[src/rtl/core/b3h_pkg.sv]
package b3h_pkg;

   localparam int STACK_DEPTH = 54;
   localparam int STACK_AW    = 6;

   localparam logic [31:0] FLAG_START  = 32'd1;
   localparam logic [31:0] FLAG_END    = 32'd2;
   localparam logic [31:0] FLAG_PARENT = 32'd4;
   localparam logic [31:0] FLAG_ROOT   = 32'd8;

   // compression job kinds
   localparam logic [1:0] KIND_BLOCK   = 2'd0;
   localparam logic [1:0] KIND_PARENT  = 2'd1;
   localparam logic [1:0] KIND_FINAL   = 2'd2;
   localparam logic [1:0] KIND_FPARENT = 2'd3;

   localparam logic [4:0] LAST_STEP = 5'd27;   // 7 rounds x 4 quarter steps

   localparam logic [3:0] PERM [16] = '{
      4'd2, 4'd6, 4'd3, 4'd10, 4'd7, 4'd0, 4'd4, 4'd13,
      4'd1, 4'd11, 4'd12, 4'd5, 4'd9, 4'd14, 4'd15, 4'd8
   };

   typedef struct packed {
      logic [63:0] data_word;
      logic [3:0]  byte_count;
      logic        end_of_message;
   } b3h_req_type;

   typedef struct packed {
      logic [63:0] digest_word;
      logic        digest_last;
   } b3h_rsp_type;

   typedef struct packed {
      logic       take;
      logic       write;
      logic       load;
      logic       step;
      logic       finish;
      logic       pop;
      logic       push;
      logic       emit;
      logic [1:0] kind;
      logic [1:0] phase;
   } b3h_cmd_type;

   typedef struct packed {
      logic rem_zero;
      logic eom;
      logic buf_full;
      logic chunk_done;
      logic total_even;
      logic level_zero;
      logic out_busy;
   } b3h_status_type;

   function automatic logic [31:0] iv_word(input logic [2:0] idx);
      logic [31:0] w;
      unique case (idx)
         3'd0: w = 32'h6A09E667;
         3'd1: w = 32'hBB67AE85;
         3'd2: w = 32'h3C6EF372;
         3'd3: w = 32'hA54FF53A;
         3'd4: w = 32'h510E527F;
         3'd5: w = 32'h9B05688C;
         3'd6: w = 32'h1F83D9AB;
         default: w = 32'h5BE0CD19;
      endcase
      return w;
   endfunction

   function automatic logic [31:0] rotr(input logic [31:0] w, input logic [4:0] n);
      return (w >> n) | (w << (6'd32 - {1'b0, n}));
   endfunction

endpackage

[src/rtl/core/b3h_ctrl.sv]
module b3h_ctrl
   import b3h_pkg::*;
(
   input  logic           clock,
   input  logic           reset,
   input  logic           req_valid,
   output logic           req_ready,
   input  b3h_status_type st,
   output b3h_cmd_type    cmd
);

   localparam logic [2:0] S_IDLE   = 3'd0;
   localparam logic [2:0] S_WRITE  = 3'd1;
   localparam logic [2:0] S_LOAD   = 3'd2;
   localparam logic [2:0] S_RUN    = 3'd3;
   localparam logic [2:0] S_FINISH = 3'd4;
   localparam logic [2:0] S_MERGE  = 3'd5;
   localparam logic [2:0] S_FOLD   = 3'd6;
   localparam logic [2:0] S_EMIT   = 3'd7;

   logic [2:0] state_ff, state_in;
   logic [1:0] kind_ff, kind_in;
   logic [4:0] cnt_ff, cnt_in;

   assign req_ready = (state_ff == S_IDLE);

   always_comb begin
      state_in  = state_ff;
      kind_in   = kind_ff;
      cnt_in    = cnt_ff;
      cmd       = '0;
      cmd.kind  = kind_ff;
      cmd.phase = cnt_ff[1:0];
      unique case (state_ff)
         S_IDLE: begin
            if (req_valid) begin
               cmd.take = 1'b1;
               state_in = S_WRITE;
            end
         end
         S_WRITE: begin
            if (st.rem_zero) begin
               if (st.eom) begin
                  kind_in  = KIND_FINAL;
                  state_in = S_LOAD;
               end else begin
                  state_in = S_IDLE;
               end
            end else if (st.buf_full) begin
               kind_in  = KIND_BLOCK;
               state_in = S_LOAD;
            end else begin
               cmd.write = 1'b1;
            end
         end
         S_LOAD: begin
            cmd.load = 1'b1;
            cnt_in   = '0;
            state_in = S_RUN;
         end
         S_RUN: begin
            cmd.step = 1'b1;
            cnt_in   = cnt_ff + 5'd1;
            if (cnt_ff == LAST_STEP) state_in = S_FINISH;
         end
         S_FINISH: begin
            cmd.finish = 1'b1;
            unique case (kind_ff)
               KIND_BLOCK:  state_in = st.chunk_done ? S_MERGE : S_WRITE;
               KIND_PARENT: state_in = S_MERGE;
               default:     state_in = S_FOLD;
            endcase
         end
         S_MERGE: begin
            if (st.total_even && !st.level_zero) begin
               cmd.pop  = 1'b1;
               kind_in  = KIND_PARENT;
               state_in = S_LOAD;
            end else begin
               cmd.push = 1'b1;
               state_in = S_WRITE;
            end
         end
         S_FOLD: begin
            if (!st.level_zero) begin
               cmd.pop  = 1'b1;
               kind_in  = KIND_FPARENT;
               state_in = S_LOAD;
            end else begin
               state_in = S_EMIT;
            end
         end
         S_EMIT: begin
            if (!st.out_busy) begin
               cmd.emit = 1'b1;
               state_in = S_IDLE;
            end
         end
         default: state_in = S_IDLE;
      endcase
   end

   always_ff @(posedge clock) begin
      if (reset) begin
         state_ff <= S_IDLE;
         kind_ff  <= KIND_BLOCK;
         cnt_ff   <= '0;
      end else begin
         state_ff <= state_in;
         kind_ff  <= kind_in;
         cnt_ff   <= cnt_in;
      end
   end

endmodule

[config.mk]
export PLATFORM = sky130hd
export DESIGN_NAME = b3h_ctrl
export DESIGN_NICKNAME = d
export VERILOG_FILES = /design/src/rtl/core/b3h_pkg.sv /design/src/rtl/core/b3h_ctrl.sv
export SDC_FILE = /design/constraint.sdc
export NUM_CORES = 1
export LEC_CHECK = 0
export ABC_AREA = 1
export BUFFER_PORTS_ARGS = -buffer_cell sky130_fd_sc_hd__buf_4
export CAP_MARGIN = 20
export CORE_UTILIZATION = 50
export CTS_CLUSTER_SIZE = 24
export DETAILED_ROUTE_END_ITERATION = 16
export PLACE_DENSITY_LB_ADDON = 0.08
export SYNTH_ARGS = -nofsm -noshare
export SYNTH_HDL_FRONTEND = slang
export SYNTH_SLANG_ARGS = --single-unit
[constraint.sdc]
create_clock -name clock -period 3.7 [get_ports clock]
set_clock_uncertainty 0.2 [all_clocks]
set_input_delay 0.925 -clock clock [delete_from_list [all_inputs] [get_ports clock]]
set_output_delay 0.925 -clock clock [all_outputs]
set_load 0.02 [all_outputs]
======== After elaboration in Yosys (flattened, before gate mapping) ========
Cells that the tools add are included.
cells by class
  add/sub/neg operators ................... 1
  muxes and demuxes ....................... 33
  reductions and logical operators ........ 8
  equal/unequal tests ..................... 16
operators by type and width
  kind                                           count
  one-hot mux 3 bit (8 select lines)             1
  two-way mux 3 bit                              7
  two-way mux 1 bit                              14
  two-way mux 2 bit                              7
  == test 3 bit, second input constant           4
  != test 2 bit, second input constant           5
  one-hot mux 5 bit (2 select lines)             1
  == test 3 x 2 -> 1 bit, second input constant  2
  != test 3 bit, second input constant           2
  one-hot mux 2 bit (3 select lines)             1
  one-hot mux 3 bit (2 select lines)             1
  adder 5 x 1 -> 5 bit, second input constant    1
  == test 5 bit, second input constant           1
  AND reduction 5 bit                            1
  AND reduction 4 bit                            1
  == test 3 x 1 -> 1 bit, second input constant  1
  logical NOT 3 bit                              1
  nonzero test 3 bit                             1
  == test 2 x 1 -> 1 bit, second input constant  1
  logical NOT 2 bit                              1
  one-hot mux 1 bit (2 select lines)             1
  nonzero test 2 bit                             1
  logical AND 1 bit                              1
  logical NOT 1 bit                              1
storage, ports and cells
  bits of input ports ..................... 10
  output and inout port bits .............. 13
  register bits after elaboration ......... 10
  word-level logic and storage cells ...... 61

======== Longest topological paths before layout ========
  word-level depth ........................ 4
  depth in mapped cells ................... 9

======== Worst setup path after synthesis ========
No wires, ideal clock.
  path kind ............................... input -> output
  start ................................... input port st[0] in the netlist's numbering
  end ..................................... output port cmd[4] in the netlist's numbering
  arrival time ............................ 1.422 ns
  cell stages on the path ................. 1
  path buffers ............................ 0
  slack ................................... 1.153 ns
  required time ........................... 2.575 ns
  path through ............................ nor3_1
on the way
  word-level cells in the longest chain between the ends .. 2
ends and longest elaborated chain
  what               line            text
  start, declared    b3h_ctrl.sv:8   input b3h_status_type st,
  two-way mux 1 bit  b3h_ctrl.sv:94  if (!st.out_busy) begin
  two-way mux 1 bit  b3h_ctrl.sv:34  unique case (state_ff)
  end, declared      b3h_ctrl.sv:9   output b3h_cmd_type cmd
Every way passes these cells.

==> results.md <==
- On the worst path, the slowest cell contributes a delay of 0.14 ns.
- The worst ir drop on vdd is ~0.00026 V.
- For this run, the top clock speed supported by timing is 0.3671 GHz.
- The largest buffer count on any clock path is 2.
- The post-DP HPWL is 1319 microns.
- The ratio of final minimum period to clock period is 73.62%.
- Per report_power, the clock group accounts for between 30% and 40% of the total.
- The number of antenna violations at the first check in global routing is 0.
- The number of global-route vias before repair came to 647.
- After clock tree synthesis, the setup repair step added 0 buffers.
- Max-cap violations in this run came to 0.
- Routability-driven placement finished with a final weighted congestion of 0.7384.
- Measured on the finished design, the core utilization comes to 67.96%.
- The later pin in the worst-skew pair is clocked with a latency of 0.26 ns.
- The cell area that synthesis handed to floorplanning was 690.7 sq um.
- The synthesized netlist net count is roughly 130.
- Clock tree synthesis found a total of 10 sinks.
- The power dissipated by switching net loads is 0.09619 mW.
- The total DRC errors in the routed layout is 0.
- The layout overhead on the synthesized area is 26.45%.
- Gates resized during post-CTS repair numbered 0.
- The total leakage power is ~0.5 nW.
- For the final routed database, the setup TNS stands at 0 ns.
- The number of flops mapped to enable cells by yosys is 0.
- At the worst endpoint, the required time is 2.57 ns.
- For this run, the post-layout net count is 150.
- Of all nets on the critical path, the largest fanout is 2.
- The internal power of the cells totals 0.2065 mW.
- The arrival time at the worst endpoint is 1.60 ns.
- After synthesis the netlist holds a flip-flop and latch count of 10.
- In this run, distinct cell masters in the synthesized netlist total 20.
- TritonCTS built the clock tree.
- The number of synthesis warnings is 0.
- The floorplan step defined a core boundary enclosing 1285 sq um.
- The depth of the CTS H-tree is 1.
- The worst slew margin relative to its limit is a little over two thirds.
- The count of endpoints failing setup in the final report is 0.
- Setup repair after global routing left no endpoint under its margin.
- The die extent in y is 39.17 microns.
- Entering global routing, the biggest net connects 12 pins.
- The switching share of total power is 31.77%.
- In the synthesized netlist the dominant register cell turns out to be dfxtp_1.
- The global-route wire length before repair is 2553 microns.
- The die covers 1534 sq um.
- The max-slew violation total from the final report came to 0.
- The buffer cell driving the clock tree root is clkbuf_4.
- In the global route stage, overall resource usage came out at 24.79%.
- The number of nets with antenna violations after detailed routing is 0.
- The worst slack at placement is 0.9778 ns.
- Counting every instance in the synthesized netlist gives 116.
- The cell area power density is 346.6 nW/um^2.
- The kind of start point of the critical path is an input pin.
- Traced cell by cell, the critical path runs through buf_4, inv_1, nand2_1, nor2_1, a31oi_1, inv_1, buf_4.
- The die is about 39 microns wide.
- The fraction of the yosys area taken by sequential cells is 28.99%.
- The design draws 0.3027 mW.
- The worst hold path belongs to the class flip-flop to flip-flop.
- The floorplan has 13 rows.
- In the synthesized netlist the async set-or-reset flop fraction comes to 0%.
- In this run, post-CTS hold repair placed 0 buffers.
- The flow ran to the end, and the final reports show no timing, DRC or antenna violations.
- The total routed wirelength is 1675 microns.
- Global routing finished with a remaining overflow of 0.
- Buffers inserted during clock tree synthesis total 3.
- The layout has 137 filler cells.
- Once routing completed, OpenROAD measured the worst setup slack at 0.9762 ns.
- The multi-input combinational cell area is 374.1 sq um.
- The I/O pin count is 23.
- The part of the power in combinational logic is 27.9%.
- Once the floorplan was initialized, standard cells occupied 53.75% of the core.
- The sequential power share is about two fifths.
- The slew at the pin with the worst max-slew slack is 0.4586 ns.
- The routed via count divided by cell count is 5.098.
- The fraction of layout cells with a size suffix above 1 is 21.74%.
- The routed length per instance is around 11 microns.
- The critical path is of the input pin to output port type.
- The count of vias placed by the detailed router is 780.
- The number of antenna cells inserted is 0.
- The slowest stage of the critical path is the nor2_1 cell.
- The total area of sequential cells is roughly 200 sq um.
- Buffers placed on the I/O ports in this run total 22.
- The final hold violation count is 0.
- The violation count after the first detailed-routing iteration is 19.
- The final critical path time including I/O delays and setup is between 2 and 3 ns.
- The number of optimization iterations in the first detailed-route pass is 4.
- Each instance of the synthesized netlist takes up on average 5.954 sq um.
- The type of element capturing the critical path is an output port.
- Clock-pin slew was measured on the worst setup and hold paths at 0.06 ns.
[layer usage]
| layer | vias up | routed length, microns | share of wire, % | global-route usage, % |
|---|---|---|---|---|
| met5 | - | 0 | 0 | 0 |
| met4 | 0 | 39 | 2.3 | 12.93 |
| met3 | 4 | 55 | 3.3 | 1.734 |
| met2 | 16 | 875 | 52 | 45.83 |
| met1 | 352 | 705 | 42 | 27.62 |
| li1 | 408 | - | - | - |
[logic make-up (layout without fill, tap and decap cells)]
kind of cell,count (synthesis),count (layout),synth area share (%)
buffers and inverters,25,47,16.85
DFF,10,10,28.99
adders and majority gates,1,1,1.811
AOI/OAI and AO/OA,17,17,13.41
and+or+nand+nor,63,63,38.95
[cell usage in the layout (no fill, tap or decap), types with 3 or more instances in the layout]
cell	n
inv_1	20
dfxtp_1	10
nor2_1	14
nand2_1	34
nand4_1	4
o21ai_0	4
nand3_1	7
clkbuf_4	3
a21oi_1	9
buf_4	22
[cells in the mapped netlist, types with 2 or more instances]
library cell | count | share of area, %
a21oi_1 | 9 | 6.5
buf_4 | 2 | 2.2
buf_6 | 2 | 3.3
dfxtp_1 | 10 | 29
inv_1 | 20 | 11
nand2_1 | 34 | 18
nand3_1 | 7 | 5.1
nand4_1 | 4 | 3.6
nor2_1 | 14 | 7.6
o21ai_0 | 4 | 2.9
[worst paths after layout]
check               from     endpoint  slack, ns  cells past startpoint
max                st[1]       cmd[6]       0.98                      7
min            cnt_ff[4]    cnt_ff[4]       0.28                      2
max reg2reg  state_ff[2]  state_ff[1]       2.12                      6
min reg2reg    cnt_ff[4]    cnt_ff[4]       0.28                      2
[flip-flops by register name, summed over array words and instances, names as in the netlist]
signal / count
kind_ff: 2
state_ff: 3
cnt_ff: 5
[stage by stage]
stage	hold WS, ns	cells	instance area, sq um
after floorplan	0.2466	116	690.7
after global placement	0.2630	149	837.1
after detailed placement	0.2670	149	837.1
after CTS	0.2815	153	873.3
after global routing	0.3023	153	873.3
final	0.2812	153	873.3
[power by group through the flow]
stage                     Clock (mW)  Sequential, mW  Combinational, mW
after floorplan                    0           0.122             0.0583
after global placement             0           0.124             0.0826
after detailed placement           0           0.124             0.0846
after CTS                     0.0984           0.122             0.0849
after global routing           0.102           0.123             0.0943
final                         0.0960           0.122             0.0846
[worst max-delay path, delay by kind of cell]
family,cells,cell delay (ns)
buffers and inverters,4,0.38
AND/OR/NAND/NOR,2,0.21
AO/OA/AOI/OAI,1,0.08
[cell type report]
cell class	count	area share, %
inverters	21	9.026
clock buffers	4	4.155
well taps	15	2.149
flip-flops and latches	10	22.92
repair buffers	22	18.91
multi-input cells	81	42.84
Note: power is estimated with default switching activity, not from simulation.
